`config.mk`:
```
export PLATFORM = sky130hd
export DESIGN_NAME = utc_to_gps_week_tow
export DESIGN_NICKNAME = d
export VERILOG_FILES = /design/src/rtl/utg_pkg.sv /design/src/rtl/utc_to_gps_week_tow.sv
export SDC_FILE = /design/constraint.sdc
export NUM_CORES = 1
export LEC_CHECK = 0
export ABC_AREA = 1
export BUFFER_PORTS_ARGS = -buffer_cell sky130_fd_sc_hd__buf_2
export CORE_MARGIN = 2
export CORE_UTILIZATION = 60
export DETAILED_ROUTE_END_ITERATION = 8
export PLACE_DENSITY_LB_ADDON = 0.05
export RECOVER_POWER = 50
export SETUP_SLACK_MARGIN = 0.02
export SLEW_MARGIN = 15
export SYNTH_ARGS = -nofsm -noshare
export SYNTH_HDL_FRONTEND = slang
export SYNTH_SLANG_ARGS = --single-unit
export TNS_END_PERCENT = 10
```
`constraint.sdc`:
```
create_clock -name clk_i -period 7.9 [get_ports clk_i]
set_input_delay 1.58 -clock clk_i [delete_from_list [all_inputs] [get_ports clk_i]]
set_output_delay 1.58 -clock clk_i [all_outputs]
set_load 0.005 [all_outputs]
```
`src/rtl/utg_pkg.sv`:
```
package utg_pkg;

  typedef enum logic [1:0] {
    StatusOk    = 2'd0,
    StatusRange = 2'd1,
    StatusEarly = 2'd2
  } status_e;

  localparam int YearFirst   = 1970;
  localparam int YearLast    = 2099;
  localparam int SecPerDay   = 86400;
  localparam int SecPerHour  = 3600;
  localparam int SecPerMin   = 60;
  localparam int SecPerWeek  = 604800;
  localparam int MsPerSec    = 1000;
  localparam int DaysPerYear = 365;

  // Reciprocal multipliers: floor(x / 1000) for x < 2^16, floor(x / 7) for x < 2^16
  localparam int SecRecip    = 67109;
  localparam int SecShift    = 26;
  localparam int Div7Recip   = 74899;
  localparam int Div7Shift   = 19;

  localparam int LeapEntries = 18;

  // Newest entry first: start year, start month, GPS minus UTC in seconds
  localparam int LeapYear [LeapEntries] = '{
    2017, 2015, 2012, 2009, 2006, 1999, 1997, 1996, 1994,
    1993, 1992, 1991, 1990, 1988, 1985, 1983, 1982, 1981
  };
  localparam int LeapMonth [LeapEntries] = '{
    1, 7, 7, 1, 1, 1, 7, 1, 7,
    7, 7, 1, 1, 1, 7, 7, 7, 7
  };
  localparam int LeapOffset [LeapEntries] = '{
    18, 17, 16, 15, 14, 13, 12, 11, 10,
    9, 8, 7, 6, 5, 4, 3, 2, 1
  };

  // Day of year of the first of each month in a common year
  function automatic logic [8:0] first_day(input logic [3:0] month);
    logic [8:0] fd;
    case (month)
      4'd1:    fd = 9'd1;
      4'd2:    fd = 9'd32;
      4'd3:    fd = 9'd60;
      4'd4:    fd = 9'd91;
      4'd5:    fd = 9'd121;
      4'd6:    fd = 9'd152;
      4'd7:    fd = 9'd182;
      4'd8:    fd = 9'd213;
      4'd9:    fd = 9'd244;
      4'd10:   fd = 9'd274;
      4'd11:   fd = 9'd305;
      4'd12:   fd = 9'd335;
      default: fd = 9'd0;
    endcase
    return fd;
  endfunction

  // Days since 1970-01-01, plus two, for constant dates
  function automatic int day_index_p2(input int y, input int m, input int d);
    int leap;
    leap = ((y % 4 == 0) && (m >= 3)) ? 1 : 0;
    return (y - YearFirst) * DaysPerYear + (y - 1969) / 4
           + int'(first_day(4'(m))) + d + leap;
  endfunction

  localparam int GpsEpochDayP2 = day_index_p2(1980, 1, 6);

endpackage

```
`src/rtl/utc_to_gps_week_tow.sv`:
```
// UTC calendar time to GPS week number and time of week.
//
// Input channel (in_valid_i / in_ready_o) carries one UTC date and time per
// transfer; output channel (out_valid_o / out_ready_i) returns gps_week_o,
// tow_ms_o and status_o for it, one result per input, in order.
// The datapath is a six-register pipeline (input register, four work stages,
// output register), and a new item is taken every cycle while out_ready_i
// does not stall the output: one item per cycle sustained.
// Divisions by 1000 and by 7 are reciprocal multiplies, each followed by a
// register; the leap-second search is a row of parallel day compares.
// Each stage holds its item while the stage after it is full and stalled, so
// a stall on out_ready_i fills the pipeline and then drops in_ready_o; empty
// stages close up so no bubble cycles are lost.
// Status 1 marks a year outside 1970..2099 or a month outside 1..12, status 2
// a time before 1981-07-01; both give week 0 and time of week 0.
// Reset clears all valid bits: the pipeline comes up empty and ready.
module utc_to_gps_week_tow
  import utg_pkg::*;
(
  input  logic        clk_i,
  input  logic        rst_ni,
  input  logic        in_valid_i,
  output logic        in_ready_o,
  input  logic [11:0] year_i,
  input  logic [3:0]  month_i,
  input  logic [4:0]  day_of_month_i,
  input  logic [4:0]  hour_i,
  input  logic [5:0]  minute_i,
  input  logic [15:0] second_ms_i,
  output logic        out_valid_o,
  input  logic        out_ready_i,
  output logic [12:0] gps_week_o,
  output logic [29:0] tow_ms_o,
  output logic [1:0]  status_o
);

  localparam int Stages = 6;

  logic [Stages-1:0] valid_q, valid_d, stage_en;

  // Stage enables: a stage loads when it is empty or its item moves on
  always_comb begin
    stage_en[Stages-1] = !valid_q[Stages-1] || out_ready_i;
    for (int k = Stages - 2; k >= 0; k--) begin
      stage_en[k] = !valid_q[k] || stage_en[k+1];
    end
  end

  always_comb begin
    valid_d = valid_q;
    if (stage_en[0]) begin
      valid_d[0] = in_valid_i;
    end
    for (int k = 1; k < Stages; k++) begin
      if (stage_en[k]) begin
        valid_d[k] = valid_q[k-1];
      end
    end
  end

  always_ff @(posedge clk_i or negedge rst_ni) begin
    if (!rst_ni) begin
      valid_q <= '0;
    end else begin
      valid_q <= valid_d;
    end
  end

  assign in_ready_o  = stage_en[0];
  assign out_valid_o = valid_q[Stages-1];

  // ---------------- stage 1: input register
  logic [11:0] s1_year_q;
  logic [3:0]  s1_month_q;
  logic [4:0]  s1_day_q;
  logic [4:0]  s1_hour_q;
  logic [5:0]  s1_minute_q;
  logic [15:0] s1_sms_q;

  always_ff @(posedge clk_i) begin
    if (stage_en[0] && in_valid_i) begin
      s1_year_q   <= year_i;
      s1_month_q  <= month_i;
      s1_day_q    <= day_of_month_i;
      s1_hour_q   <= hour_i;
      s1_minute_q <= minute_i;
      s1_sms_q    <= second_ms_i;
    end
  end

  // Day count (plus two) since 1970 and whole seconds of second_ms
  logic        s2_bad_d;
  logic [7:0]  year_ofs;
  logic [7:0]  year_ofs_p1;
  logic [15:0] year_days;
  logic        leap_add;
  logic [16:0] s2_dp2_d;
  logic [32:0] sec_prod;
  logic [6:0]  s2_qs_d;

  always_comb begin
    s2_bad_d    = (s1_year_q < 12'(YearFirst)) || (s1_year_q > 12'(YearLast))
                  || (s1_month_q == 4'd0) || (s1_month_q > 4'd12);
    year_ofs    = 8'(s1_year_q - 12'(YearFirst));
    year_ofs_p1 = year_ofs + 8'd1;
    year_days   = 16'(year_ofs) * 16'(DaysPerYear);
    leap_add    = (s1_year_q[1:0] == 2'b00) && (s1_month_q >= 4'd3);
    s2_dp2_d    = 17'(year_days) + 17'(year_ofs_p1 >> 2) + 17'(first_day(s1_month_q))
                  + 17'(s1_day_q) + 17'(leap_add);
    sec_prod    = 33'(s1_sms_q) * 33'(SecRecip);
    s2_qs_d     = 7'(sec_prod >> SecShift);
  end

  // ---------------- stage 2
  logic        s2_bad_q;
  logic [16:0] s2_dp2_q;
  logic [4:0]  s2_hour_q;
  logic [5:0]  s2_minute_q;
  logic [15:0] s2_sms_q;
  logic [6:0]  s2_qs_q;

  always_ff @(posedge clk_i) begin
    if (stage_en[1] && valid_q[0]) begin
      s2_bad_q    <= s2_bad_d;
      s2_dp2_q    <= s2_dp2_d;
      s2_hour_q   <= s1_hour_q;
      s2_minute_q <= s1_minute_q;
      s2_sms_q    <= s1_sms_q;
      s2_qs_q     <= s2_qs_d;
    end
  end

  // Seconds of day, carry a full day into the day count, leap table search
  logic [9:0]  s3_frac_d;
  logic [16:0] sod_raw;
  logic        day_carry;
  logic [16:0] s3_sod_d;
  logic [16:0] day_p2;
  logic        leap_found;
  logic [4:0]  s3_offset_d;
  logic [15:0] s3_dw_d;
  status_e     s3_status_d;

  always_comb begin
    s3_frac_d   = 10'(s2_sms_q - 16'(s2_qs_q) * 16'(MsPerSec));
    sod_raw     = 17'(s2_hour_q) * 17'(SecPerHour) + 17'(s2_minute_q) * 17'(SecPerMin)
                  + 17'(s2_qs_q);
    day_carry   = sod_raw >= 17'(SecPerDay);
    s3_sod_d    = day_carry ? sod_raw - 17'(SecPerDay) : sod_raw;
    day_p2      = s2_dp2_q + 17'(day_carry);
    leap_found  = 1'b0;
    s3_offset_d = '0;
    // Oldest first, so the newest matching entry wins
    for (int i = LeapEntries - 1; i >= 0; i--) begin
      if (day_p2 >= 17'(day_index_p2(LeapYear[i], LeapMonth[i], 1))) begin
        leap_found  = 1'b1;
        s3_offset_d = 5'(LeapOffset[i]);
      end
    end
    s3_dw_d = 16'(day_p2 - 17'(GpsEpochDayP2));
    if (s2_bad_q) begin
      s3_status_d = StatusRange;
    end else if (!leap_found) begin
      s3_status_d = StatusEarly;
    end else begin
      s3_status_d = StatusOk;
    end
  end

  // ---------------- stage 3
  status_e     s3_status_q;
  logic [15:0] s3_dw_q;
  logic [16:0] s3_sod_q;
  logic [4:0]  s3_offset_q;
  logic [9:0]  s3_frac_q;

  always_ff @(posedge clk_i) begin
    if (stage_en[2] && valid_q[1]) begin
      s3_status_q <= s3_status_d;
      s3_dw_q     <= s3_dw_d;
      s3_sod_q    <= s3_sod_d;
      s3_offset_q <= s3_offset_d;
      s3_frac_q   <= s3_frac_d;
    end
  end

  // Whole weeks of the day count
  logic [32:0] div7_prod;
  logic [12:0] s4_q7_d;

  always_comb begin
    div7_prod = 33'(s3_dw_q) * 33'(Div7Recip);
    s4_q7_d   = 13'(div7_prod >> Div7Shift);
  end

  // ---------------- stage 4
  status_e     s4_status_q;
  logic [15:0] s4_dw_q;
  logic [12:0] s4_q7_q;
  logic [16:0] s4_sod_q;
  logic [4:0]  s4_offset_q;
  logic [9:0]  s4_frac_q;

  always_ff @(posedge clk_i) begin
    if (stage_en[3] && valid_q[2]) begin
      s4_status_q <= s3_status_q;
      s4_dw_q     <= s3_dw_q;
      s4_q7_q     <= s4_q7_d;
      s4_sod_q    <= s3_sod_q;
      s4_offset_q <= s3_offset_q;
      s4_frac_q   <= s3_frac_q;
    end
  end

  // Seconds of week; the leap offset may push it into the next week
  logic [2:0]  day_of_week;
  logic [19:0] sow_raw;
  logic        week_wrap;
  logic [19:0] s5_sow_d;
  logic [12:0] s5_week_d;

  always_comb begin
    day_of_week = 3'(s4_dw_q - 16'(s4_q7_q) * 16'd7);
    sow_raw     = 20'(day_of_week) * 20'(SecPerDay) + 20'(s4_sod_q) + 20'(s4_offset_q);
    week_wrap   = sow_raw >= 20'(SecPerWeek);
    s5_sow_d    = week_wrap ? sow_raw - 20'(SecPerWeek) : sow_raw;
    s5_week_d   = s4_q7_q + 13'(week_wrap);
  end

  // ---------------- stage 5
  status_e     s5_status_q;
  logic [12:0] s5_week_q;
  logic [19:0] s5_sow_q;
  logic [9:0]  s5_frac_q;

  always_ff @(posedge clk_i) begin
    if (stage_en[4] && valid_q[3]) begin
      s5_status_q <= s4_status_q;
      s5_week_q   <= s5_week_d;
      s5_sow_q    <= s5_sow_d;
      s5_frac_q   <= s4_frac_q;
    end
  end

  logic [29:0] out_tow_d;
  logic [12:0] out_week_d;

  always_comb begin
    if (s5_status_q == StatusOk) begin
      out_tow_d  = 30'(s5_sow_q) * 30'(MsPerSec) + 30'(s5_frac_q);
      out_week_d = s5_week_q;
    end else begin
      out_tow_d  = '0;
      out_week_d = '0;
    end
  end

  // ---------------- output register
  status_e     out_status_q;
  logic [12:0] out_week_q;
  logic [29:0] out_tow_q;

  always_ff @(posedge clk_i) begin
    if (stage_en[5] && valid_q[4]) begin
      out_status_q <= s5_status_q;
      out_week_q   <= out_week_d;
      out_tow_q    <= out_tow_d;
    end
  end

  assign gps_week_o = out_week_q;
  assign tow_ms_o   = out_tow_q;
  assign status_o   = out_status_q;

endmodule

```
# Word level (Yosys, flattened, before mapping)
# Memories as Yosys holds them, arrays and structs flattened. A register that Yosys moved wholly into a read port is not among the register bits.
# Index checks and enable logic that the tools add are counted.
[word_totals] wordCells=154 regBits=290 input_bits=52 romBits=144 out_inout_bits=47 n_memories=1
[memory_table] name="(no name shown)" depth=16 width=9 rd=1 rd_ports_with_merged_regs=1 wr=0 line_no="utg_pkg.sv:43" rtl="case (month)"
[classes] mul=9 n_reduce_logical=26 magnitude_cmp=24 n_addsub=18 mux=39
[ops] op="17-bit by 14-bit greater-or-equal comparator with 1-bit output, second input constant" n=9
[ops] op="17-bit by 13-bit greater-or-equal comparator with 1-bit output, second input constant" n=7
[ops] op="4-bit two-way mux" n=9
[ops] op="17-bit by 1-bit adder with 17-bit output" n=2
[ops] op="17-bit by 15-bit greater-or-equal comparator with 1-bit output, second input constant" n=2
[ops] op="16-bit by 17-bit multiplier with 33-bit output, second input constant" n=1
[ops] op="16-bit by 17-bit multiplier with 32-bit output, second input constant" n=1
[ops] op="30-bit by 10-bit adder with 30-bit output" n=1
[ops] op="20-bit by 7-bit multiplier with 27-bit output, second input constant" n=1
[ops] op="20-bit by 17-bit adder with 20-bit output" n=1
[ops] op="20-bit by 5-bit adder with 20-bit output" n=1
[ops] op="20-bit greater-or-equal comparator, second input constant" n=1
[ops] op="20-bit two-way mux" n=1
[ops] op="20-bit subtractor, second input constant" n=1
[ops] op="1-bit two-way mux" n=19
[ops] op="16-bit by 6-bit adder with 17-bit output" n=1
[ops] op="17-bit by 12-bit adder with 17-bit output" n=1
[ops] op="17-bit by 5-bit adder with 17-bit output" n=1
[ops] op="17-bit by 7-bit adder with 17-bit output" n=1
[ops] op="17-bit by 9-bit adder with 17-bit output" n=1
[ops] op="17-bit greater-or-equal comparator, second input constant" n=1
[ops] op="17-bit two-way mux" n=1
[ops] op="17-bit subtractor, second input constant" n=1
[ops] op="8-bit by 9-bit multiplier with 16-bit output, second input constant" n=1
[ops] op="23 further kinds" n=50

# Logic depth before layout (Yosys ltp)
# Gate-level depths: netlist of run 1.
[logic_depth] word_depth=25 ltp_mapped=57

# Worst setup path before layout of run 1
# OpenSTA, ideal clock, no wires.
[synth_path] path_type="register -> register" from="register s2_minute_q[3]" to="register s3_offset_q[0], data pin" setup_slack_ps=636 stages_incl_launch_ff=51 path_buffers=0 period_less_slack_ps=7264 setup_time_ps=263 t_arrival_ps=7001 cell_sequence="edfxtp_1 inv_1 fa_1 fa_1 inv_1 ha_1 a21oi_1 nand2_1 xnor2_1 inv_1 ha_1 ha_1 a21oi_1 o21ai_1 a21o_1 nand3_1 nand2_1 a21o_1 [15 not listed] nand2_2 inv_2 nor2_2 inv_2 nor2_1 nand2_1 o41ai_2 nor2_1 nand2_1 nand2_1 nand2_1 nand2_1 nand2_1 nand2_1 nand2_1 nand2_1 nand2_1 a21oi_2"
[synth_via] elab_chain_len=23 elab_cells_between_ends=40 cone_classes="add/sub (3); mul (1); order compare (19); mux (17)"
[synth_rtl] element="start, declared" line_no="utc_to_gps_week_tow.sv:118" rtl="logic [5:0] s2_minute_q;"
[synth_rtl] element="start signal, assigned" line_no="utc_to_gps_week_tow.sv:127" rtl="s2_minute_q <= s1_minute_q;"
[synth_rtl] element="6-bit by 4-bit multiplier with 10-bit output (*)" line_no="utc_to_gps_week_tow.sv:146" rtl="sod_raw = 17'(s2_hour_q) * 17'(SecPerHour) + 17'(s2_minute_q) * 17'(SecPerMin)"
[synth_rtl] element="17-bit by 12-bit adder with 17-bit output (*)" line_no="utc_to_gps_week_tow.sv:146"
[synth_rtl] element="17-bit by 7-bit adder with 17-bit output (*)" line_no="utc_to_gps_week_tow.sv:147" rtl="+ 17'(s2_qs_q);"
[synth_rtl] element="17-bit greater-or-equal comparator (*)" line_no="utc_to_gps_week_tow.sv:148" rtl="day_carry = sod_raw >= 17'(SecPerDay);"
[synth_rtl] element="17-bit by 1-bit adder with 17-bit output (*)" line_no="utc_to_gps_week_tow.sv:150" rtl="day_p2 = s2_dp2_q + 17'(day_carry);"
[synth_rtl] element="17-bit by 13-bit greater-or-equal comparator with 1-bit output" line_no="utc_to_gps_week_tow.sv:155" rtl="if (day_p2 >= 17'(day_index_p2(LeapYear[i], LeapMonth[i], 1))) begin"
[synth_rtl] element="1-bit two-way mux" line_no="utc_to_gps_week_tow.sv:155"
[synth_rtl] element="2-bit two-way mux (2 in a row)" line_no="utc_to_gps_week_tow.sv:155"
[synth_rtl] element="3-bit two-way mux (4 in a row)" line_no="utc_to_gps_week_tow.sv:155"
[synth_rtl] element="4-bit two-way mux (8 in a row)" line_no="utc_to_gps_week_tow.sv:155"
[synth_rtl] element="2-bit two-way mux (2 in a row)" line_no="utc_to_gps_week_tow.sv:155"
[synth_rtl] element="end signal, assigned" line_no="utc_to_gps_week_tow.sv:182" rtl="s3_offset_q <= s3_offset_d;"
[synth_rtl] element="end, declared" line_no="utc_to_gps_week_tow.sv:174" rtl="logic [4:0] s3_offset_q;"
# Mark *: on every way between the ends. The rest lies on a longest branch, timed or not.
# A chain may end at the register's enable or synchronous reset.

# Worst setup path after layout of run 1
[layout_path] from="register s2_minute_q[2]" to="register s3_offset_q[0], data pin"
# Same word-level chain as after synthesis.

==> impl_results.md, run 1 <==
* Status: finished with violations
* Violated checks: max-capacitance violations, max-slew violations
* CTS max path bufs at 3
* Via density at 5.32
* Critical setup path kind: reg2reg
* CP Buf/Inv Count at 4
* Hold_ws at 412 ps
* Worst-path fanout max at 8
* Post-synth top area share at 0.306
* First drt pass iteration count at 5
* CP required at 8300 ps
* Slowest cell delay on critical path at 560 ps
* Starting Density at 0.611
* Largest net degree at the start of global routing at 51
* Die height at 220 um
* RSZ-0062 raised after global routing: yes
* Vias in the first global route at 19759
* Hold Buf Count CTS at 0
* # DRC at 0
* Crit path time final at 7520 ps
* CTS tree: yes
* Register area share after synthesis at 0.318
* Final worst path period share at 0.952
* Critical Path Start Type: flip-flop
* Worst-Skew Late Latency at 540 ps
* CP top delay family: adder cells
* Post-synthesis instance total at 2834
* Crit path DAT at 7920 ps
* Port Buffers at 98
* Top_reg_cell synth: edfxtp_1
* Biggest area consumer among synthesized cells: edfxtp_1
* Rel. slew slack at -0.821
* ANT nets after route at 0
* Synthesized area at 27900 um^2
* Routed len/inst at 15.7 um
* Commonest cells in the netlist: inv_1, ha_1, nand2_1, edfxtp_1, fa_1
* Post-synth ARST share at 0.0201
* Reg clk slew, reported paths at 60 ps
* Slowest-stage cell, CP: fa_1
* Syn_nets at 3568
* Slew @ Worst Pin at 2730 ps
* Layout cell share with drive strength beyond 1 at 0.0983
* # diodes at 0
* Final #Nets at 3751
* Reg2reg setup slack at 380 ps
* Remaining global-route overflow at 0
* Hold Crit Class: reg2reg
* Drt total wl at 57.1 mm
* CORE AREA at 45700 um^2
* Post-synthesis to final-layout area growth at 10.9%
* Max_cap viols at 3
* Most Frequent Cell on Critical Path: nand2_1
* Most common cell in the netlist: inv_1
* Post-synthesis register bit count at 299
* Layout Skew at 18.8 ps
* Starting DRT DRC Count at 765
* Slew Limit Fails at 143
* Final setup fails at 0
* Initial antenna violation count at 0
* Post-Syn Area per Cell at 9.84 um^2
* Synth top area cells: edfxtp_1, ha_1, fa_1
* H-tree depth at 2
* Rows at 78
* Max Fclk at 133 MHz
* GRT Resource Usage Total at 0.245
* Fillers at 3592
* Synth unique cells at 60
* # clock sinks at 299
* Die Span X at 220 um
* Worst Setup End Kind: flip-flop
* TritonCTS buffer count at 36
* Io pins at 99
* DR vias at 19381
* First-pass GRT wire length at 94.1 mm
* Root Driver: clkbuf_16
* Post-DP HPWL at 46.9 mm
* Placer Congestion at 0.898
* EDFF count, synth at 284
* Final Hold Fails at 0
* Die footprint at 48200 um^2
* Ys Warns at 0
==> worst paths after layout <==
kind                                           endpoint  depth (start not counted)                      from
setup / recovery           s3_offset_q[0]$_SDFFCE_PP0P_                         51  s2_minute_q[2]$_DFFE_PP_
hold / removal                   s4_sod_q[11]$_DFFE_PP_                          0    s3_sod_q[11]$_DFFE_PP_
setup reg to reg           s3_offset_q[0]$_SDFFCE_PP0P_                         51  s2_minute_q[2]$_DFFE_PP_
hold reg to reg                  s4_sod_q[11]$_DFFE_PP_                          0    s3_sod_q[11]$_DFFE_PP_
max in group asynchronous        valid_q[0]$_DFFE_PN0N_                          1                    rst_ni
min in group asynchronous        valid_q[5]$_DFFE_PN0P_                          1                    rst_ni
==> placed cells by master (no fill, tap or decap), types with 6 or more instances in the layout <==
cell,n
dfxtp_1,9
xnor2_1,51
a21o_1,9
nor2_4,14
nor4_1,11
nand2_4,7
a21oi_1,159
buf_2,57
xor2_1,110
clkinv_1,8
o21bai_1,8
nand2_1,394
clkbuf_1,50
inv_1,508
o211ai_1,10
buf_4,46
nor3_1,30
nand4_1,26
o21ai_0,76
ha_1,471
a211oi_1,6
nor2_1,163
or2_2,13
dfrtp_1,6
clkbuf_16,37
inv_2,20
ha_4,6
o21ai_1,20
a31oi_1,6
edfxtp_1,284
o21a_1,8
fa_1,203
nor2_2,20
nand3_1,81
o21ai_2,6
nand2_2,27
a21oi_2,8
==> logic make-up (layout without fill, tap and decap cells) <==
| kind of cell | count (synthesis) | in the layout | synth area share |
|---|---|---|---|
| compound gates | 344 | 344 | 0.0702 |
| xor+xnor | 166 | 166 | 0.0531 |
| fa+ha+maj | 682 | 682 | 0.361 |
| buf+inv | 537 | 746 | 0.0728 |
| flops | 299 | 299 | 0.318 |
| simple gates | 806 | 806 | 0.125 |
==> stage by stage <==
step / cells / util / TNS (ps) / instance area, um^2 / setup slack [ps]
floorplan: 2834 / - / 0 / 27900 / 636
global placement: 3570 / 0.645 / 0 / 29500 / 144
global route: 3643 / 0.677 / -241 / 30900 / -195
finish: 3643 / 0.677 / 0 / 30900 / 382
detailed placement: 3570 / 0.645 / -63.2 / 29500 / -63.2
CTS: 3634 / 0.671 / 0 / 30600 / 26.0
==> sequential cells by signal, summed over array words and instances, names as in the netlist, 12 cells and up, named ones only <==
name and cells:
tow_ms_o 30, s5_sow_q 20, s2_dp2_q 17, s3_sod_q 17, s4_sod_q 17, s1_sms_q 16
s3_dw_q 16, gps_week_o 13, s4_q7_q 13, s5_week_q 13, s1_year_q 12
==> cell type report <==
| type | instances | area (um^2) | share of cell area |
|---|---|---|---|
| Tap cell | 600 | 751 | 0.0243 |
| Multi-Input combinational cell | 1998 | 17300 | 0.560 |
| Inverter | 532 | 2000 | 0.0646 |
| Sequential cell | 299 | 8860 | 0.286 |
| Clock buffer | 44 | 952 | 0.0308 |
| Clock inverter | 20 | 221 | 0.00716 |
| Timing Repair Buffer | 150 | 840 | 0.0271 |
==> what timing repair did <==
item	CTS	global route
pin swaps	0	30
gates resized for setup	2	74
setup endpoints to repair	1	13
setup buffers	0	9
==> layer usage <==
| layer | part of all wire | wire (um) | vias up | track usage |
|---|---|---|---|---|
| met2 | 0.49 | 28000 | 323 | 0.434 |
| met1 | 0.45 | 25600 | 9184 | 0.316 |
| met4 | 0.027 | 1520 | 0 | 0.0685 |
| met5 | 0 | 0 | - | 0 |
| li1 | - | - | 9774 | - |
| met3 | 0.034 | 1940 | 100 | 0.0315 |
Power of run 1 is not shown: default switching activity piles up to over one toggle a cycle in this logic, so the estimate is an artifact.
==> inputs of run 2 (changes only) <==
Settings changed: CELL_PAD_IN_SITES_DETAIL_PLACEMENT from default to 1, CELL_PAD_IN_SITES_GLOBAL_PLACEMENT from default to 2, CORE_UTILIZATION 60 to 42.
==> run 2 against run 1 <==
Compared with the run above: the run still ends with max-capacitance violations, max-slew violations left; clock-buffer cell count grew 2; sequential cell count did not move; clock skew increased by 11 ps; routed wire length increased by 18%; critical path type unchanged; critical endpoint is now s3_offset_q[1]$_SDFFCE_PP1P_.
==> impl_results.md, run 2 (synthesis gave the netlist of run 1 again) <==
* Initial antenna violation count at 0 (unchanged)
* Placement-stage cell area at 30000 um^2 (was 29500 um^2)
* Remaining global-route overflow at 0 (unchanged)
* Hold Buf Count CTS at 0 (unchanged)
* Worst-path fanout max at 6 (was 8)
* Final Hold Fails at 0 (unchanged)
* Layout cell share with drive strength beyond 1 at 0.119 (was 0.0983)
* Most Frequent Cell on Critical Path: nand2_1 (unchanged)
* Io pins at 99 (unchanged)
* Commonest non-fill, non-tap cells in the layout: inv_1, ha_1, nand2_1 (unchanged)
* Vias in the first global route at 21404 (was 19759)
* Port Buffers at 98 (unchanged)
* Slew @ Worst Pin at 2560 ps (was 2730 ps)
* Placer Congestion at 0.844 (was 0.898)
* Max_cap viols at 2 (was 3)
* First drt pass iteration count at 5 (unchanged)
* Die footprint at 68500 um^2 (was 48200 um^2)
* Design area at 31700 um^2 (was 30900 um^2)
* Worst-Skew Late Latency at 560 ps (was 540 ps)
* Critical setup path kind: reg2reg (unchanged)
* Slowest-stage cell, CP: fa_1 (unchanged)
* CP required at 8180 ps (was 8300 ps)
* Largest net degree at the start of global routing at 51 (unchanged)
* Final setup fails at 0 (unchanged)
* Critical Path Start Type: flip-flop (unchanged)
* Reg clk slew, reported paths at 60 ps (about the same)
* Post-synthesis to final-layout area growth at 13.7% (was 10.9%)
* ANT nets after route at 0 (unchanged)
* Layout Skew at 30.1 ps (was 18.8 ps)
* Starting DRT DRC Count at 682 (was 765)
* Number of flip-flops in the largest register at 30 (unchanged)
* Status: finished with violations (unchanged)
* GRT Resource Usage Total at 0.201 (was 0.245)
* Rows at 94 (was 78)
* Routed len/inst at 17.0 um (was 15.7 um)
* CTS tree: yes (unchanged)
* Worst Setup End Kind: flip-flop (unchanged)
* Die Span X at 262 um (was 220 um)
* CTS max path bufs at 3 (unchanged)
* # diodes at 0 (unchanged)
* DR vias at 19632 (was 19381)
* # DRC at 0 (unchanged)
* Max Fclk at 132 MHz (was 133 MHz)
* Commonest non-fill, non-tap cell in the layout: inv_1 (unchanged)
* Drt total wl at 67.4 mm (was 57.1 mm)
* First-pass GRT wire length at 109 mm (was 94.1 mm)
* Starting Density at 0.424 (was 0.611)
* Crit path time final at 7580 ps (was 7520 ps)
* Crit path DAT at 7860 ps (was 7920 ps)
* # clock sinks at 299 (unchanged)
* Slowest cell delay on critical path at 590 ps (was 560 ps)
* Slew Limit Fails at 92 (was 143)
* Final #Nets at 3797 (was 3751)
* CORE AREA at 65700 um^2 (was 45700 um^2)
* RSZ-0062 raised after global routing: yes (unchanged)
* H-tree depth at 2 (unchanged)
* TritonCTS buffer count at 37 (was 36)
* Final worst path period share at 0.960 (was 0.952)
* Die height at 262 um (was 220 um)
* Post-DP HPWL at 56.4 mm (was 46.9 mm)
* Violated checks: max-capacitance violations, max-slew violations (unchanged)
* Rel. slew slack at -0.708 (was -0.821)
* Root Driver: clkbuf_16 (unchanged)
* Hold Crit Class: reg2reg (unchanged)
* Via density at 4.96 (was 5.32)
-- run 2: cell types whose count changed in the layout (fill, tap and decap cells not counted), moves of 3 or more --
cell / delta
o21ai_1: -3
nand3_1: -5
nand2_2: +8
nand2_1: -11
o21ai_2: +3
nor2_1: -3
buf_4: +46
bufinv_16: -3
nor2_4: +5
nand3_2: +5
nand2_4: +3
-- run 2: layout make-up --
cell class / instances / area, um^2
Multi-Input combinational cell: 1998 / 17400
Sequential cell: 299 / 8860
Clock inverter: 21 / 160
Timing Repair Buffer: 195 / 1180
Clock buffer: 46 / 981
Inverter: 532 / 2000
Tap cell: 864 / 1080
Fill cell: 7410 / 34000
-- run 2: routing by layer --
layer  global-route usage  vias to the layer above  part of all wire
met4               0.0453                        0             0.019
met5                    0                        -                 0
li1                     -                     9859                 -
met3               0.0259                       72             0.028
met2                0.354                      197              0.48
met1                0.263                     9504              0.47
-- run 2: per-stage QoR --
step / setup WS [ps] / instances / util / TNS, ps / hold slack, ps
after floorplan: 636 / 2834 / - / 0 / 400
after global placement: 53.5 / 3866 / 0.457 / 0 / 401
after detailed placement: -215 / 3866 / 0.457 / -428 / 405
after CTS: 38.0 / 3937 / 0.475 / 0 / 414
after global routing: -187 / 3955 / 0.482 / -293 / 416
final: 319 / 3955 / 0.482 / 0 / 413
-- run 2: worst max-delay path: cells and delay by family, from the launching register on --
kind	cells	cell delay, ps
flops	1	440
simple gates	21	2260
xor+xnor	2	350
fa+ha+maj	7	2650
buf+inv	5	510
compound gates	7	1070
-- run 2: timing repair --
action | 4_1_cts | 5_1_grt
resized for setup | 14 | 94
pin swaps | 2 | 31
setup endpoints to repair | 3 | 13
cloned | 0 | 0
setup buffers | 4 | 18
-- run 2: final timing paths --
check,startpoint,cells after the start,slack (ps),to
worst min register to register,s3_frac_q[7]$_DFFE_PP_,0,410,s4_frac_q[7]$_DFFE_PP_
worst max register to register,s2_minute_q[1]$_DFFE_PP_,42,320,s3_offset_q[1]$_SDFFCE_PP1P_
worst min-delay path,s3_frac_q[7]$_DFFE_PP_,0,410,s4_frac_q[7]$_DFFE_PP_
worst max-delay path,s2_minute_q[1]$_DFFE_PP_,42,320,s3_offset_q[1]$_SDFFCE_PP1P_
min in group asynchronous,rst_ni,1,960,valid_q[0]$_DFFE_PN0N_
max in group asynchronous,rst_ni,1,6630,valid_q[2]$_DFFE_PN0P_
Power of run 2 is left out for the same reason.
==> inputs of run 3 (changes only) <==
Settings changed: CORE_ASPECT_RATIO from default to 1.1.
==> run 3 against run 2 <==
Compared with the run above: the flow still finishes with violations (max-capacitance violations, max-slew violations); clock-buffer cell count shrank 4; non-clock buffer count unchanged; register-to-register slack gained 130 ps; clock skew fell by 1.2 ps; setup slack better by 130 ps; core utilization about the same; critical path type unchanged; highest routed layer unchanged.
==> impl_results.md, run 3 (synthesis gave the netlist of run 1 again) <==
* Slowest cell delay on critical path at 580 ps (was 590 ps)
* Slowest-stage cell, CP: fa_1 (unchanged)
* Final worst path period share at 0.944 (was 0.960)
* Remaining global-route overflow at 0 (unchanged)
* Most Frequent Cell on Critical Path: nand2_1 (unchanged)
* Critical Path Start Type: flip-flop (unchanged)
* Commonest non-fill, non-tap cells in the layout: inv_1, ha_1, nand2_1 (unchanged)
* GRT Resource Usage Total at 0.202 (was 0.201)
* Final #Nets at 3798 (was 3797)
* Max_cap viols at 3 (was 2)
* Starting Density at 0.422 (was 0.424)
* Largest net degree at the start of global routing at 51 (unchanged)
* Rows at 99 (was 94)
* TritonCTS buffer count at 38 (was 37)
* Initial antenna violation count at 0 (unchanged)
* Rel. slew slack at -0.931 (was -0.708)
* H-tree depth at 2 (unchanged)
* Layout cell share with drive strength beyond 1 at 0.121 (was 0.119)
* Die footprint at 68500 um^2 (about the same)
* Slew @ Worst Pin at 2900 ps (was 2560 ps)
* Die Span X at 250 um (was 262 um)
* Fillers at 7450 (was 7410)
* Critical setup path kind: reg2reg (unchanged)
* Post-synthesis to final-layout area growth at 14.1% (was 13.7%)
* Crit path time final at 7460 ps (was 7580 ps)
* CTS tree: yes (unchanged)
* Port Buffers at 98 (unchanged)
* Final Hold Fails at 0 (unchanged)
* Routed len/inst at 17.1 um (was 17.0 um)
* RSZ-0062 raised after global routing: yes (unchanged)
* # clock sinks at 299 (unchanged)
* Placer Congestion at 0.834 (was 0.844)
* Post-DP HPWL at 57.0 mm (was 56.4 mm)
* Layout Skew at 28.9 ps (was 30.1 ps)
* Root Driver: clkbuf_16 (unchanged)
* CORE AREA at 66000 um^2 (was 65700 um^2)
* Via density at 4.98 (was 4.96)
* Final setup fails at 0 (unchanged)
* Worst-path fanout max at 5 (was 6)
* DR vias at 19658 (was 19632)
* CTS max path bufs at 3 (unchanged)
* CP top delay family: adder cells (unchanged)
* Starting DRT DRC Count at 510 (was 682)
* Max Fclk at 134 MHz (was 132 MHz)
* Crit path DAT at 7760 ps (was 7860 ps)
* Post-placement setup slack at -206 ps (was -215 ps)
* Drt total wl at 67.5 mm (was 67.4 mm)
* Hold Crit Class: reg2reg (unchanged)
* First drt pass iteration count at 4 (was 5)
* Worst setup margin at 445 ps (was 319 ps)
* Die height at 274 um (was 262 um)
* CP Buf/Inv Count at 7 (was 5)
* # diodes at 0 (unchanged)
* Final design utilization at 0.482 (about the same)
* Hold Buf Count CTS at 0 (unchanged)
* Setup TNS Final at 0 ps (unchanged)
* Violated checks: max-capacitance violations, max-slew violations (unchanged)
* Number of flip-flops in the largest register at 30 (unchanged)
* # DRC at 0 (unchanged)
* Reg clk slew, reported paths at 60 ps (about the same)
* Vias in the first global route at 21678 (was 21404)
* Commonest non-fill, non-tap cell in the layout: inv_1 (unchanged)
* ANT nets after route at 0 (unchanged)
* Status: finished with violations (unchanged)
* Worst-Skew Late Latency at 570 ps (was 560 ps)
* Worst Setup End Kind: flip-flop (unchanged)
* First-pass GRT wire length at 111 mm (was 109 mm)
* Io pins at 99 (unchanged)
* CP required at 8200 ps (was 8180 ps)
* Slew Limit Fails at 143 (was 92)
-- run 3: changes by cell type in the layout (fill, tap and decap cells not counted), moves of 3 or more --
cell      change
buf_6         +3
a21oi_2       +5
buf_2         +6
nand3_1       +4
clkinv_2      +3
clkbuf_1      -9
nor2_1        +3
nand2_1       +7
a21oi_1       -5
nand3_2       -5
nand2_2       -7
buf_4         -3
-- run 3: worst reg2reg max path: cells and delay by family, from the launching register on --
| kind | cells | cell delay [ps] |
|---|---|---|
| AOI/OAI and AO/OA | 8 | 1220 |
| xor gates and xnor gates | 2 | 370 |
| adders and majority gates | 8 | 3010 |
| buffers and inverters | 7 | 720 |
| DFF | 1 | 440 |
| and+or+nand+nor | 13 | 1450 |
-- run 3: layer usage --
layer  global-route usage  up-vias  part of all wire
met5                    0        -                 0
met4               0.0579        0             0.026
met3               0.0185       82             0.023
met2                0.379      202              0.51
met1                0.246     9549              0.44
li1                     -     9825                 -
-- run 3: layout make-up --
| cell class | instances | area, um^2 | share of cell area |
|---|---|---|---|
| clock buffer | 42 | 987 | 0.0310 |
| clock inverter | 26 | 245 | 0.00771 |
| inverter | 532 | 2000 | 0.0630 |
| multi-input combinational | 1998 | 17500 | 0.549 |
| sequential | 299 | 8860 | 0.278 |
| tap | 858 | 1070 | 0.0337 |
| timing repair buffer | 195 | 1180 | 0.0372 |
-- run 3: what timing repair did --
action,4_1_cts,5_1_grt
setup buffers,5,17
gates resized for setup,18,89
pin swaps,6,26
setup endpoints to repair,5,13
-- run 3: path summary, 6_finish.rpt --
check | start | endpoint | slack (ps) | cells past startpoint
worst min register to register | s4_frac_q[0]$_DFFE_PP_ | s5_frac_q[0]$_DFFE_PP_ | 400 | 0
worst max register to register | s2_minute_q[1]$_DFFE_PP_ | s3_offset_q[1]$_SDFFCE_PP1P_ | 440 | 38
min in group asynchronous | rst_ni | valid_q[0]$_DFFE_PN0N_ | 900 | 1
max in group asynchronous | rst_ni | valid_q[2]$_DFFE_PN0P_ | 6740 | 1
worst min-delay path | s4_frac_q[0]$_DFFE_PP_ | s5_frac_q[0]$_DFFE_PP_ | 400 | 0
worst max-delay path | s2_minute_q[1]$_DFFE_PP_ | s3_offset_q[1]$_SDFFCE_PP1P_ | 440 | 38
-- run 3: per-stage QoR --
step                hold WS, ps  cells  cell area (um^2)
finish                      400   3950             31800
CTS                         389   3933             31400
detailed placement          405   3860             30000
global route                400   3950             31800
global placement            400   3860             30000
floorplan                   400   2834             27900
Power of run 3 is left out for the same reason.
